[config.mk]
export PLATFORM = sky130hd
export DESIGN_NAME = cpic_isqrt
export DESIGN_NICKNAME = d
export VERILOG_FILES = /design/src/rtl/core/assert_macros.svh /design/src/rtl/core/cpic_pkg.sv /design/src/rtl/core/cpic_isqrt.sv
export SDC_FILE = /design/constraint.sdc
export NUM_CORES = 2
export LEC_CHECK = 0
export BUFFER_PORTS_ARGS = -buffer_cell sky130_fd_sc_hd__buf_2
export CORE_MARGIN = 5
export CORE_UTILIZATION = 40
export CTS_CLUSTER_DIAMETER = 150
export DETAILED_ROUTE_END_ITERATION = 6
export SYNTH_ARGS = -nofsm -noshare
export SYNTH_HDL_FRONTEND = slang
export SYNTH_SLANG_ARGS = --single-unit
[constraint.sdc]
create_clock -name clk_i -period 8 [get_ports clk_i]
set_input_delay 1.6 -clock clk_i [delete_from_list [all_inputs] [get_ports clk_i]]
set_output_delay 1.6 -clock clk_i [all_outputs]
set_load 0.01 [all_outputs]
[src/rtl/core/assert_macros.svh]
// Assertion macros shared by the collision core RTL.
`ifndef ASSERT_MACROS_SVH
`define ASSERT_MACROS_SVH

// Property must hold at every clock edge outside reset.
`define ASSERT_RST(lbl, prop, msg) \
  lbl: assert property (@(posedge clk_i) disable iff (!rst_ni) (prop)) else $error(msg);

// Property must never hold at a clock edge outside reset.
`define ASSERT_NEVER(lbl, prop, msg) \
  lbl: assert property (@(posedge clk_i) disable iff (!rst_ni) !(prop)) else $error(msg);

`endif

[src/rtl/core/cpic_pkg.sv]
// Types, constants and helpers for the circle pair collision core.
package cpic_pkg;

  localparam int unsigned RAD_W       = 64;
  localparam int unsigned ROOT_W      = 32;
  localparam int unsigned W_Q_W       = 25;
  localparam int unsigned N_Q_W       = 17;
  localparam int unsigned SQRT_STAGES = 16;
  localparam int unsigned DIV_STAGES  = 9;
  localparam int unsigned PADDR_W     = 4;

  localparam logic [31:0] MIN_DIST = 32'd7;
  localparam logic [17:0] ONE_Q16  = 18'd65536;
  localparam logic [24:0] W_HALF   = 25'd8388608;

  localparam logic [16:0] RESTITUTION_RST = 17'd39322;
  localparam logic [16:0] CORR_FRAC_RST   = 17'd52429;
  localparam logic [20:0] SLOP_RST        = 21'd655;

  typedef enum logic [1:0] {
    REG_RESTITUTION  = 2'd0,
    REG_CORR_FRAC    = 2'd1,
    REG_OVERLAP_SLOP = 2'd2
  } cpic_reg_e;

  typedef struct packed {
    logic signed [31:0] first_pos_x;
    logic signed [31:0] first_pos_y;
    logic signed [31:0] first_vel_x;
    logic signed [31:0] first_vel_y;
    logic [30:0]        first_mass;
    logic [30:0]        first_radius;
    logic signed [31:0] second_pos_x;
    logic signed [31:0] second_pos_y;
    logic signed [31:0] second_vel_x;
    logic signed [31:0] second_vel_y;
    logic [30:0]        second_mass;
    logic [30:0]        second_radius;
  } cpic_in_t;

  typedef struct packed {
    logic signed [31:0] new_first_pos_x;
    logic signed [31:0] new_first_pos_y;
    logic signed [31:0] new_first_vel_x;
    logic signed [31:0] new_first_vel_y;
    logic signed [31:0] new_second_pos_x;
    logic signed [31:0] new_second_pos_y;
    logic signed [31:0] new_second_vel_x;
    logic signed [31:0] new_second_vel_y;
    logic               overlapping;
    logic               resolved;
  } cpic_out_t;

  localparam logic signed [57:0] SAT_MAX = 58'sd2147483647;
  localparam logic signed [57:0] SAT_MIN = -58'sd2147483648;

  function automatic logic signed [31:0] sat32(input logic signed [57:0] x);
    logic signed [31:0] r;
    if (x > SAT_MAX) begin
      r = 32'sh7FFFFFFF;
    end else if (x < SAT_MIN) begin
      r = 32'sh80000000;
    end else begin
      r = x[31:0];
    end
    return r;
  endfunction

endpackage

[src/rtl/core/cpic_isqrt.sv]
// Pipelined digit-by-digit integer square root of a 64-bit radicand.
module cpic_isqrt #(
  parameter int unsigned Stages = cpic_pkg::SQRT_STAGES
) (
  input  logic                       clk_i,
  input  logic                       en_i,
  input  logic [cpic_pkg::RAD_W-1:0] rad_i,
  output logic [cpic_pkg::ROOT_W-1:0] root_o
);
  import cpic_pkg::*;

  localparam int unsigned Steps = ROOT_W;
  localparam int unsigned Bps   = (Steps + Stages - 1) / Stages;

  logic [RAD_W-1:0] v_q [Stages];
  logic [RAD_W-1:0] r_q [Stages];

  for (genvar s = 0; s < Stages; s++) begin : g_stage
    logic [RAD_W-1:0] v_d, r_d;

    always_comb begin
      logic [RAD_W:0] bt, t;
      int j;
      if (s == 0) begin
        v_d = rad_i;
        r_d = '0;
      end else begin
        v_d = v_q[s-1];
        r_d = r_q[s-1];
      end
      for (int b = 0; b < Bps; b++) begin
        j = s * Bps + b;
        if (j < Steps) begin
          bt = (RAD_W+1)'(1) << (RAD_W - 2 - 2 * j);
          t  = {1'b0, r_d} + bt;
          if ({1'b0, v_d} >= t) begin
            v_d = v_d - t[RAD_W-1:0];
            r_d = (r_d >> 1) + bt[RAD_W-1:0];
          end else begin
            r_d = r_d >> 1;
          end
        end
      end
    end

    always_ff @(posedge clk_i) begin
      if (en_i) begin
        v_q[s] <= v_d;
        r_q[s] <= r_d;
      end
    end
  end

  assign root_o = r_q[Stages-1][ROOT_W-1:0];

endmodule

Yosys cells after proc, flatten, opt, wreduce, memory -nomap -nowiden
Memory sizes are Yosys's and may differ from the RTL's.
Cells that the tools add are included.
Widths: inputs -> output; s select.
- $add $sub $neg: 94
- order comparisons: 32
- mux-type cells: 66
- operator list (cell ; count):
    $mux 64 ; 63
    $sub 64x64->64 ; 31
    $ge 64x65->1 ; 30
    $add 64x1->65 const B ; 1
    $add 64x11->65 const B ; 1
    $add 64x13->65 const B ; 1
    $add 64x15->65 const B ; 1
    $add 64x17->65 const B ; 1
    $add 64x19->65 const B ; 1
    $add 64x21->65 const B ; 1
    $add 64x23->65 const B ; 1
    $add 64x25->65 const B ; 1
    $add 64x27->65 const B ; 1
    $add 64x29->65 const B ; 1
    $add 64x3->65 const B ; 1
    $add 64x31->65 const B ; 1
    $add 64x33->65 const B ; 1
    $add 64x35->65 const B ; 1
    $add 64x37->65 const B ; 1
    $add 64x39->65 const B ; 1
    $add 64x41->65 const B ; 1
    $add 64x43->65 const B ; 1
    $add 64x45->65 const B ; 1
    $add 64x47->65 const B ; 1
    46 further kinds ; 47
- bits in registers: 0
- bits in writable memories: 2048
- output and inout port bits: 32
- logic and storage cells: 194
- memories: 2
- memory list (memory ; words ; width ; read ports ; clocked after memory_dff ; wr ports ; line ; text):
    r_q ; 16 ; 64 ; 16 ; 0 ; 16 ; cpic_isqrt.sv:16 ; logic [RAD_W-1:0] r_q [Stages];
    v_q ; 16 ; 64 ; 15 ; 0 ; 16 ; cpic_isqrt.sv:15 ; logic [RAD_W-1:0] v_q [Stages];

Longest topological paths before layout
An unclocked memory read counts as a cell.
- depth in word-level cells: 7
- gate-level depth with buffers: 32

Worst setup path before layout
Ideal clock, no wire load.
- kind: reg-to-reg
- start: mem v_q[12][37], in the netlist v_q[1][293]
- end: mem v_q[13][44], in the netlist v_q[1][364], data pin
- setup time: 0.268 ns
- arrival time: 6.545 ns
- slack: 1.188 ns
- stages on the path, launching flop included: 29
- buffers on the path: 5
- period minus slack after synthesis: 6.812 ns
- cells stage by stage: edfxtp_1 -> ha_1 -> buf_2 -> and3_1 -> nand3_1 -> or4_1 -> nor4_2 -> nor2_1 -> nand2_1 -> clkbuf_1 -> clkbuf_1 -> a21oi_1 -> ha_1 -> clkbuf_1 -> and3_1 -> and2_1 -> a221o_1 -> a211o_1 -> a21oi_1 -> o21ai_0 -> a21oi_1 -> o21ai_0 -> a2111oi_1 -> nand4_1 -> a211o_1 -> and3_1 -> buf_2 -> nor3b_1 -> xor2_1
- RTL lines (item ; line):
    start, declared ; cpic_isqrt.sv:15

==> reports/metrics.yaml <==
slowest_stage: "or4_2"
drv_slew: 0
routedWlPerCell_um: 21.1
p_leak_nw: 35.5
pwr_density_cell_nw_per_um2: 332
dr.pass1.iters: 6
ir_worst_vdd_mv: 0.219
grt_use_total_pct: 21.4
r2r-end: "v_q[1][243]"
worstSetupEndpointType: "flip-flop"
mostFrequentLayoutCells: "1232 x edfxtp_1, 748 x nor2_1, 721 x a21oi_1"
setup_slack_ns: 0.403
timing.critical_path.buf_inv: 3
cp.required_ns: 8.50
holdCritPathClass: "flip-flop to flip-flop"
cp_max_fo: 44
die_w_um: 466
gr-total-overflow: 0
worstSetupEndpoint: "v_q[1][243]"
dieArea_um2: 217000
cts_buffer_depth: 3
start_util_pct: 40.2
drcViolationCount: 0
ios: 98
syn-num-nets: 9046
via_per_inst: 5.74
gp_congestion: 0.929
maxCapViolCount: 0
avgSynthCellArea_um2: 9.89
drive_gt1_share_pct: 7.05
period_share_pct: 95.0
synth_flop_cell: "edfxtp_1"
cts_tree: "yes"
pre_cts_slack_ns: 0.229
yosysTopAreaCellShare_pct: 44.5
io_buffers: 97
async_flop_share_pct: 0
rsz0062_at_grt: "yes"
rrSetupSlack_ns: 0.40
clock_sinks: 1232
cp-start-kind: "flip-flop"
post_cts_resized: 0
synthCells: 8408
worst-path-stages: 25
critPathArrivalTime_ns: 8.09
num_rows: 167
outcome: "complete, no violations"
critPathLaunch: "r_q[1][160]"
synth_area_leaders: "edfxtp_1 45%, ha_1 8.6%, xnor2_1 5.3%, a21oi_1 4.3%, nor2_1 3.4%"
grt_pass1_vias: 63100
die_h_um: 466
final_common_cell: "edfxtp_1"
setup_viol: 0
antenna_found_initial: 2
ys_warn_count: 0
crit_type: "flip-flop to flip-flop"
finalHoldViolCount: 0
worstMarginPinSlew_ns: 1.37
ant_nets: 0
max-slew-margin-rel_pct: 8.40
drtIter0Drc: 5048
ys_seq_elements: 1232
clk-insertion-delay-late_ns: 0.83
path_clk_slew_ns: 0.06
synth.cell_area_um2: 83100
post-cts-setup-buffers: 0
grt_max_degree: 157
fmax_ghz: 0.132
report.power.total_mw: 30.5
cts_made_buffers: 144
design_area_um2: 91700
core_area_um2: 207000
reg2reg_depth: 25
placed_area_um2: 86900
synth-seq-area-share_pct: 44.5
cp_top_family: "simple AND/OR/NAND/NOR gates"
cts-hold-fix-buffers: 0
root_buffer: "clkbuf_16"
num-nets-final: 9160
cts.htree.levels: 4
reg2reg_from: "r_q[1][160]"
grt_first_pass_wirelength_um: 370000
dp_hpwl_um: 191000
yosys.area.top_type: "edfxtp_1"
dr_total_vias: 65100
area_delta_synth_final_pct: 10.4
synth_cell_types: 108
path_common_cell: "o21ai_0"
max_stage_delay_ns: 0.78
finClkSkew_ns: 0.0696
synth_edf_count: 1232
wirelength_um: 239000
post-route-min-period_ns: 7.60
## layout make-up
type,count,area [µm²]
diodes,1,2.50
clock inverters,96,1160
flip-flops and latches,1232,37000
repair buffers,188,1270
fillers,19600,115000
clock buffers,162,3670
well taps,2704,3380
multi-input cells,6462,43400
inverters,494,1850
## report_power, final
group          switching [mW]  internal, mW  total, mW
Sequential               1.11          8.77       9.88
Clock                    2.84          3.76       6.60
Combinational            8.32          5.68       14.0
## sequential cells by signal, indices dropped and copies added (netlist names)
signal  cells
r_q       272
v_q       960
## cells in the mapped netlist, types with 20 or more instances
master,instances
and2_1,60
a21oi_1,721
and4_1,32
mux2i_1,29
xnor2_1,507
buf_2,25
o21ai_0,366
nor4_1,238
ha_1,572
nand2b_1,84
or2_2,41
a211o_1,27
o21a_1,107
o2111ai_1,20
a21o_1,288
or4_1,59
xor2_1,317
nand2_1,633
nand4_1,194
o211ai_1,42
nor2_1,749
a211oi_1,46
nand3_1,225
a21boi_0,24
o31ai_1,57
buf_1,23
nor3b_1,23
nor2b_1,94
inv_1,490
nand4b_1,26
nand3b_1,29
clkbuf_1,165
o21bai_1,66
or3_1,75
nor3_1,199
edfxtp_1,1232
and3_1,62
a31oi_1,69
mux2_2,89
## worst min path at each step
stage	from	end	depth (start not counted)
4_1_cts	r_q[1][98]	r_q[1][160]	0
3_5_place_dp	r_q[1][293]	r_q[1][355]	0
6_report	r_q[1][388]	r_q[1][450]	0
3_3_place_gp	v_q[0][157]	v_q[0][221]	0
2_1_floorplan	v_q[0][157]	v_q[0][221]	0
5_1_grt	r_q[1][98]	r_q[1][160]	0
## routing by layer
layer / global-route usage [%] / share of wire (%)
met1: 28.4 / 44
met2: 36.8 / 48
met3: 2.37 / 4.2
met4: 6.69 / 3.1
met5: 0 / 0
## per-stage QoR
step	utilization, %	hold WS [ns]	std cells	setup TNS (ns)
floorplan	-	0.417	8408	0
global placement	42.0	0.425	11100	0
detailed placement	42.0	0.432	11100	0
CTS	44.3	0.415	11300	0
global route	44.4	0.434	11300	-0.0135
finish	44.4	0.424	11300	0
## kinds of logic (layout without fill, tap and decap cells)
family	count (synthesis)	count (layout)	synth area share, %
and+or+nand+nor	2899	2899	17.7
AOI/OAI and AO/OA	2047	2047	15.6
DFF	1232	1232	44.5
xor gates and xnor gates	824	824	8.68
buffers and inverters	714	940	3.30
adders and majority gates	572	572	8.61
muxes	120	120	1.59
other	0	1	0
## worst reg2reg max path: cells and delay by family, from the launching register on
| family | cells | cell delay (ns) |
|---|---|---|
| xor+xnor | 1 | 0.06 |
| simple gates | 11 | 3.39 |
| compound gates | 8 | 1.94 |
| fa+ha+maj | 2 | 0.81 |
| buf+inv | 3 | 0.72 |
| flops | 1 | 0.37 |
(Power assumes the default switching activity.)
