===== src/rtl/core/assert_macros.svh =====
// Assertion macros shared by the collision core RTL.
`ifndef ASSERT_MACROS_SVH
`define ASSERT_MACROS_SVH

// Property must hold at every clock edge outside reset.
`define ASSERT_RST(lbl, prop, msg) \
  lbl: assert property (@(posedge clk_i) disable iff (!rst_ni) (prop)) else $error(msg);

// Property must never hold at a clock edge outside reset.
`define ASSERT_NEVER(lbl, prop, msg) \
  lbl: assert property (@(posedge clk_i) disable iff (!rst_ni) !(prop)) else $error(msg);

`endif


===== src/rtl/core/cpic_pkg.sv =====
// Types, constants and helpers for the circle pair collision core.
package cpic_pkg;

  localparam int unsigned RAD_W       = 64;
  localparam int unsigned ROOT_W      = 32;
  localparam int unsigned W_Q_W       = 25;
  localparam int unsigned N_Q_W       = 17;
  localparam int unsigned SQRT_STAGES = 16;
  localparam int unsigned DIV_STAGES  = 9;
  localparam int unsigned PADDR_W     = 4;

  localparam logic [31:0] MIN_DIST = 32'd7;
  localparam logic [17:0] ONE_Q16  = 18'd65536;
  localparam logic [24:0] W_HALF   = 25'd8388608;

  localparam logic [16:0] RESTITUTION_RST = 17'd39322;
  localparam logic [16:0] CORR_FRAC_RST   = 17'd52429;
  localparam logic [20:0] SLOP_RST        = 21'd655;

  typedef enum logic [1:0] {
    REG_RESTITUTION  = 2'd0,
    REG_CORR_FRAC    = 2'd1,
    REG_OVERLAP_SLOP = 2'd2
  } cpic_reg_e;

  typedef struct packed {
    logic signed [31:0] first_pos_x;
    logic signed [31:0] first_pos_y;
    logic signed [31:0] first_vel_x;
    logic signed [31:0] first_vel_y;
    logic [30:0]        first_mass;
    logic [30:0]        first_radius;
    logic signed [31:0] second_pos_x;
    logic signed [31:0] second_pos_y;
    logic signed [31:0] second_vel_x;
    logic signed [31:0] second_vel_y;
    logic [30:0]        second_mass;
    logic [30:0]        second_radius;
  } cpic_in_t;

  typedef struct packed {
    logic signed [31:0] new_first_pos_x;
    logic signed [31:0] new_first_pos_y;
    logic signed [31:0] new_first_vel_x;
    logic signed [31:0] new_first_vel_y;
    logic signed [31:0] new_second_pos_x;
    logic signed [31:0] new_second_pos_y;
    logic signed [31:0] new_second_vel_x;
    logic signed [31:0] new_second_vel_y;
    logic               overlapping;
    logic               resolved;
  } cpic_out_t;

  localparam logic signed [57:0] SAT_MAX = 58'sd2147483647;
  localparam logic signed [57:0] SAT_MIN = -58'sd2147483648;

  function automatic logic signed [31:0] sat32(input logic signed [57:0] x);
    logic signed [31:0] r;
    if (x > SAT_MAX) begin
      r = 32'sh7FFFFFFF;
    end else if (x < SAT_MIN) begin
      r = 32'sh80000000;
    end else begin
      r = x[31:0];
    end
    return r;
  endfunction

endpackage


===== src/rtl/core/cpic_div.sv =====
// Pipelined restoring divider for an unsigned quotient of known width.
module cpic_div #(
  parameter int unsigned NumW   = 48,
  parameter int unsigned DenW   = 32,
  parameter int unsigned QuoW   = cpic_pkg::N_Q_W,
  parameter int unsigned Stages = cpic_pkg::DIV_STAGES
) (
  input  logic            clk_i,
  input  logic            en_i,
  input  logic [NumW-1:0] num_i,
  input  logic [DenW-1:0] den_i,
  output logic [QuoW-1:0] quo_o
);
  import cpic_pkg::*;

  localparam int unsigned RemW = (NumW > DenW + QuoW) ? NumW : DenW + QuoW;
  localparam int unsigned Bps  = (QuoW + Stages - 1) / Stages;

  logic [RemW-1:0] rem_q [Stages];
  logic [DenW-1:0] den_q [Stages];
  logic [QuoW-1:0] quo_q [Stages];

  for (genvar s = 0; s < Stages; s++) begin : g_stage
    logic [RemW-1:0] rem_d;
    logic [DenW-1:0] den_d;
    logic [QuoW-1:0] quo_d;

    always_comb begin
      logic [RemW-1:0] t;
      int j;
      if (s == 0) begin
        rem_d = RemW'(num_i);
        den_d = den_i;
        quo_d = '0;
      end else begin
        rem_d = rem_q[s-1];
        den_d = den_q[s-1];
        quo_d = quo_q[s-1];
      end
      for (int b = 0; b < Bps; b++) begin
        j = s * Bps + b;
        if (j < QuoW) begin
          t = RemW'(den_d) << (QuoW - 1 - j);
          if (rem_d >= t) begin
            rem_d = rem_d - t;
            quo_d[QuoW-1-j] = 1'b1;
          end
        end
      end
    end

    always_ff @(posedge clk_i) begin
      if (en_i) begin
        rem_q[s] <= rem_d;
        den_q[s] <= den_d;
        quo_q[s] <= quo_d;
      end
    end
  end

  assign quo_o = quo_q[Stages-1];

endmodule


===== config.mk =====
export PLATFORM = sky130hd
export DESIGN_NAME = cpic_div
export DESIGN_NICKNAME = d
export VERILOG_FILES = /design/src/rtl/core/assert_macros.svh /design/src/rtl/core/cpic_pkg.sv /design/src/rtl/core/cpic_div.sv
export SDC_FILE = /design/constraint.sdc
export NUM_CORES = 2
export LEC_CHECK = 0
export BUFFER_PORTS_ARGS = -buffer_cell sky130_fd_sc_hd__buf_2
export CORE_MARGIN = 1.5
export CORE_UTILIZATION = 40
export DETAILED_ROUTE_END_ITERATION = 12
export PLACE_DENSITY = 0.56
export RECOVER_POWER = 25
export REMOVE_ABC_BUFFERS = 1
export SYNTH_ARGS = -nofsm -noshare
export SYNTH_HDL_FRONTEND = slang
export SYNTH_SLANG_ARGS = --single-unit
export TNS_END_PERCENT = 5

===== constraint.sdc =====
create_clock -name clk_i -period 15.4 [get_ports clk_i]
set_input_delay 0.77 -clock clk_i [delete_from_list [all_inputs] [get_ports clk_i]]
set_output_delay 0.77 -clock clk_i [all_outputs]
set_load 0.05 [all_outputs]

After elaboration in Yosys (flattened, before gate mapping) --
Memories as Yosys holds them, arrays and structs flattened. Cells that the tools add are included.
Storage, ports and cells: register bits 0, latch bits 0, bits in writable memories 882, bits in read-only memories 0, input port bits 82, output and inout port bits 17, logic and storage cells 73, memories 3
Operators by class: $add $sub $neg 17, $mul 0, div/mod/pow operators 0, magnitude comparators 17, equality and inequality tests 0, shifts and indexed selects 0, muxes and demuxes 36, bitwise gates (word level) 0, reductions and logical operators 0
Memories:
- rem_q | words 9, bits a word 49, rd ports 8, clocked after memory_dff 0, wr ports 9, line cpic_div.sv:19 | logic [RemW-1:0] rem_q [Stages];
- den_q | words 9, bits a word 32, rd ports 8, clocked after memory_dff 0, wr ports 9, line cpic_div.sv:20 | logic [DenW-1:0] den_q [Stages];
- quo_q | words 9, bits a word 17, rd ports 9, clocked after memory_dff 0, wr ports 9, line cpic_div.sv:21 | logic [QuoW-1:0] quo_q [Stages];
Operators with widths (number):
- $mux 49 | 17
- $ge 49x32->1 | 1
- $ge 49x33->1 | 1
- $ge 49x34->1 | 1
- $ge 49x35->1 | 1
- $ge 49x36->1 | 1
- $ge 49x37->1 | 1
- $ge 49x38->1 | 1
- $ge 49x39->1 | 1
- $ge 49x40->1 | 1
- $ge 49x41->1 | 1
- $ge 49x42->1 | 1
- $ge 49x43->1 | 1
- $ge 49x44->1 | 1
- $ge 49x45->1 | 1
- $ge 49x46->1 | 1
- $ge 49x47->1 | 1
- $sub 48x48->49 | 1
- $sub 49x32->49 | 1
- $sub 49x33->49 | 1
- $sub 49x34->49 | 1
- $sub 49x35->49 | 1
- $sub 49x36->49 | 1
- $sub 49x37->49 | 1
- 12 further kinds | 30

Depth between registers and ports, before layout --
An unclocked memory read counts as a cell.
depth in word-level cells 5, mapped depth 31, depth with buffers taken out 28

Least setup slack after synthesis --
Ideal clock, no wire load.
kind input port to flip-flop, start input port den_i[4], end memory rem_q[0][15] in the netlist's numbering (data pin), library setup time 0.267 ns, arrival 6.705 ns, required time 15.133 ns, path slack 8.428 ns, stages on the path 28, buffers on the path 4, cells stage by stage inv_1 > ha_1 > nand2_1 > o21ai_0 > a21oi_1 > o311ai_0 > o211ai_1 > a21boi_0 > a211o_1 > a31o_2 > clkbuf_1 > clkbuf_1 > nor2_1 > a21oi_1 > ha_1 > a21oi_1 > o21ai_0 > a221o_1 > a22o_1 > a31oi_1 > nor4_1 > nor2_1 > o221ai_1 > nor3b_1 > nor2b_1 > clkbuf_1 > buf_1 > o21ai_0
RTL lines:
- start, declared | line cpic_div.sv:11 | input logic [DenW-1:0] den_i,
- end, declared | line cpic_div.sv:19

==> flow_metrics.tcl <==
set metrics [dict create \
    run_status "completed" \
    clockBufferDepth 3 \
    clkTransAtPathRegs_ps 60 \
    avgViaCountPerCell 5.48 \
    nNetsFinal 6976 \
    timing.final.crit_share_pct 57.3 \
    cp.arrival_ps 9240 \
    avgSynthCellArea_um2 9.35 \
    synthTopCellsByArea "edfxtp_1 (38%), ha_1 (12%), xnor2_1 (5.5%)" \
    die_area_mm2 0.149 \
    wire_per_inst_um 19.1 \
    grt_start_max_net_pins 86 \
    cp_top_family "compound AO/OA/AOI/OAI gates" \
    grt_pass1_wl_um 248000 \
    crit_path_start_kind "flip-flop" \
    cts-resized-gates 0 \
    ys_ff_latch 737 \
    crit_path_top_delay_cell "inv_2" \
    slew_viol_final 0 \
    netlist_area_mm2 0.0585 \
    insertion_delay_ps 710 \
    postCtsSetupRepairBufs 0 \
    rrSetupSlack_ps 6580 \
    setup_violations 0 \
    synth_top_area_share_pct 37.8 \
    fin_crit_ps 8820 \
    syn_to_final_growth_pct 9.39 \
    ys_async_sr_fraction_pct 0 \
    dpl.hpwl_um 130000 \
    critical_path_class "reg -> reg" \
    cts_tree "yes" \
    setup_tns_ps 0 \
    antenna_found_initial 0 \
    clock_skew_ps 35.6 \
    yosysSeqAreaShare_pct 37.8 \
    port_buffers 98 \
    diodes 0 \
    synth_edf_count 737 \
    finalWirelength_um 159000 \
    io_pins 99 \
    synth_largest_area_cell "edfxtp_1" \
    layout-drive-gt1-share_pct 7.20 \
    cellPowerDensity_mw_per_mm2 256 \
    crit_path_frequent_cell "buf_4" \
    drc_errors 0 \
    drv_cap 0 \
    grt_pass1_vias 46580 \
    drt_iter0_markers 2289 \
    max_freq_mhz 113 \
    start_util_pct 40.3 \
    gp_congestion 0.957 \
    endpoint_kind "flip-flop" \
    path_max_fanout 54 \
    synth_warnings 0 \
    vias 45608 \
    track_usage_pct 21.1 \
    core_area_mm2 0.145 \
    postRouteAntennaNets 0 \
    die_y_um 386 \
    rsz0062_at_grt "no" \
    tightest_slew_ps 1210 \
    cp.buffers_inverters 5 \
    slew_headroom_pct 18.7 \
    firstDrtPassIters 5 \
    required_ps 15820 \
    synth_ff_type "edfxtp_1" \
    finalPower_mw 16.4 \
    max_stage_delay_ps 600 \
    overflow 0 \
    cts_buffers 88 \
    hp-class "in -> reg" \
    ys_types 105 \
    rows 140 \
    ir_worst_vdd_mv 0.119 \
    cts_hold_buf 0 \
    cts-root-buf "clkbuf_16" \
    syn_inst 6265 \
    h-tree-depth 3 \
    p_leak_nw 25.8 \
    hold_viol_final 0 \
    die_w_um 386 \
    clock_sinks 737 \
]
-- layer usage --
layer,GRT usage [%],up-vias,part of all wire (%)
met5,0,-,0
met4,11.3,0,5.4
met3,1.98,314,2.3
met2,41.2,715,53
met1,21.9,21312,39
li1,-,23267,-
-- where the power goes --
group	internal [mW]	total [mW]	leakage [nW]	switching (mW)
Sequential	3.22	3.57	7.12	0.346
Combinational	4.64	10.7	17.3	6.09
Clock	1.23	2.11	1.40	0.874
Total	9.09	16.4	25.8	7.31
-- cells in the mapped netlist, drive strengths merged (57+ instances only) --
library cell    n
a21o          259
a21oi         605
clkbuf        129
edfxtp        737
ha            544
inv           457
mux2          166
nand2         529
nand2b         87
nand3         116
nand4         112
nor2          474
nor2b          73
nor3          120
nor4           68
o21a           76
o21ai         412
o21bai         75
o31ai          57
xnor2         365
xor2          170
-- layout by cell type, fill, tap and decap left out, types with 48 or more instances in the layout --
| master | instances |
|---|---|
| xnor2_1 | 365 |
| o21ai_0 | 399 |
| o21bai_1 | 75 |
| nor2b_1 | 72 |
| ha_1 | 544 |
| nand2b_1 | 87 |
| nand4_1 | 112 |
| nor3_1 | 116 |
| o31ai_1 | 57 |
| clkbuf_1 | 52 |
| inv_1 | 451 |
| xor2_1 | 170 |
| nor2_1 | 471 |
| o21a_1 | 76 |
| a21oi_1 | 604 |
| nor4_1 | 64 |
| nand2_1 | 529 |
| clkbuf_16 | 89 |
| edfxtp_1 | 737 |
| buf_2 | 58 |
| a211oi_1 | 48 |
| mux2_2 | 150 |
| a21o_1 | 256 |
| nand3_1 | 114 |
-- sequential cells by signal, indices dropped and copies added (netlist names) --
register / flops
rem_q: 392
den_q: 256
quo_q: 89
-- cell families (layout without fill, tap and decap cells) --
family | after synthesis | count (layout) | synth area share, %
buf+inv | 617 | 755 | 4.05
mux | 179 | 179 | 3.41
fa+ha+maj | 560 | 560 | 12.2
flops | 737 | 737 | 37.8
simple gates | 1819 | 1819 | 15.1
xor+xnor | 535 | 535 | 8.00
compound gates | 1818 | 1818 | 19.4
-- final cells by class --
class / instances / area, um^2
clock inverter: 57 / 646
tap: 1917 / 2400
fill: 14038 / 81300
inverter: 459 / 1720
multi-input combinational: 4911 / 34100
clock buffer: 102 / 2280
sequential: 737 / 22100
timing repair buffer: 137 / 744
-- worst reg2reg max path, delay by kind of cell (launching register included) --
family                     cells  cell delay (ps)
xor gates and xnor gates       1              110
buffers and inverters          5             1660
DFF                            1              390
and+or+nand+nor                9             1640
AOI/OAI and AO/OA             12             4050
adders and majority gates      2              710
-- worst paths after layout --
kind / end / cells past startpoint / from
worst min register to register: quo_q[0][111] / 0 / quo_q[0][94]
worst max register to register: rem_q[0][341] / 29 / den_q[0][168]
worst min-delay path: den_q[0][12] / 1 / den_i[12]
worst max-delay path: rem_q[0][341] / 29 / den_q[0][168]
-- through the flow --
stage / std cells / area [um^2] / hold WS [ps] / util [%] / setup slack, ps
2_1_floorplan: 6107 / 57900 / 400 / - / 3670
3_3_place_gp: 8161 / 61200 / 400 / 42.1 / 6580
3_5_place_dp: 8161 / 61200 / 405 / 42.1 / 6480
4_1_cts: 8320 / 64100 / 192 / 44.1 / 6450
5_1_grt: 8320 / 64000 / 212 / 44.1 / 5900
6_report: 8320 / 64000 / 255 / 44.1 / 6580
No activity file was read; power rests on OpenSTA's default activity.
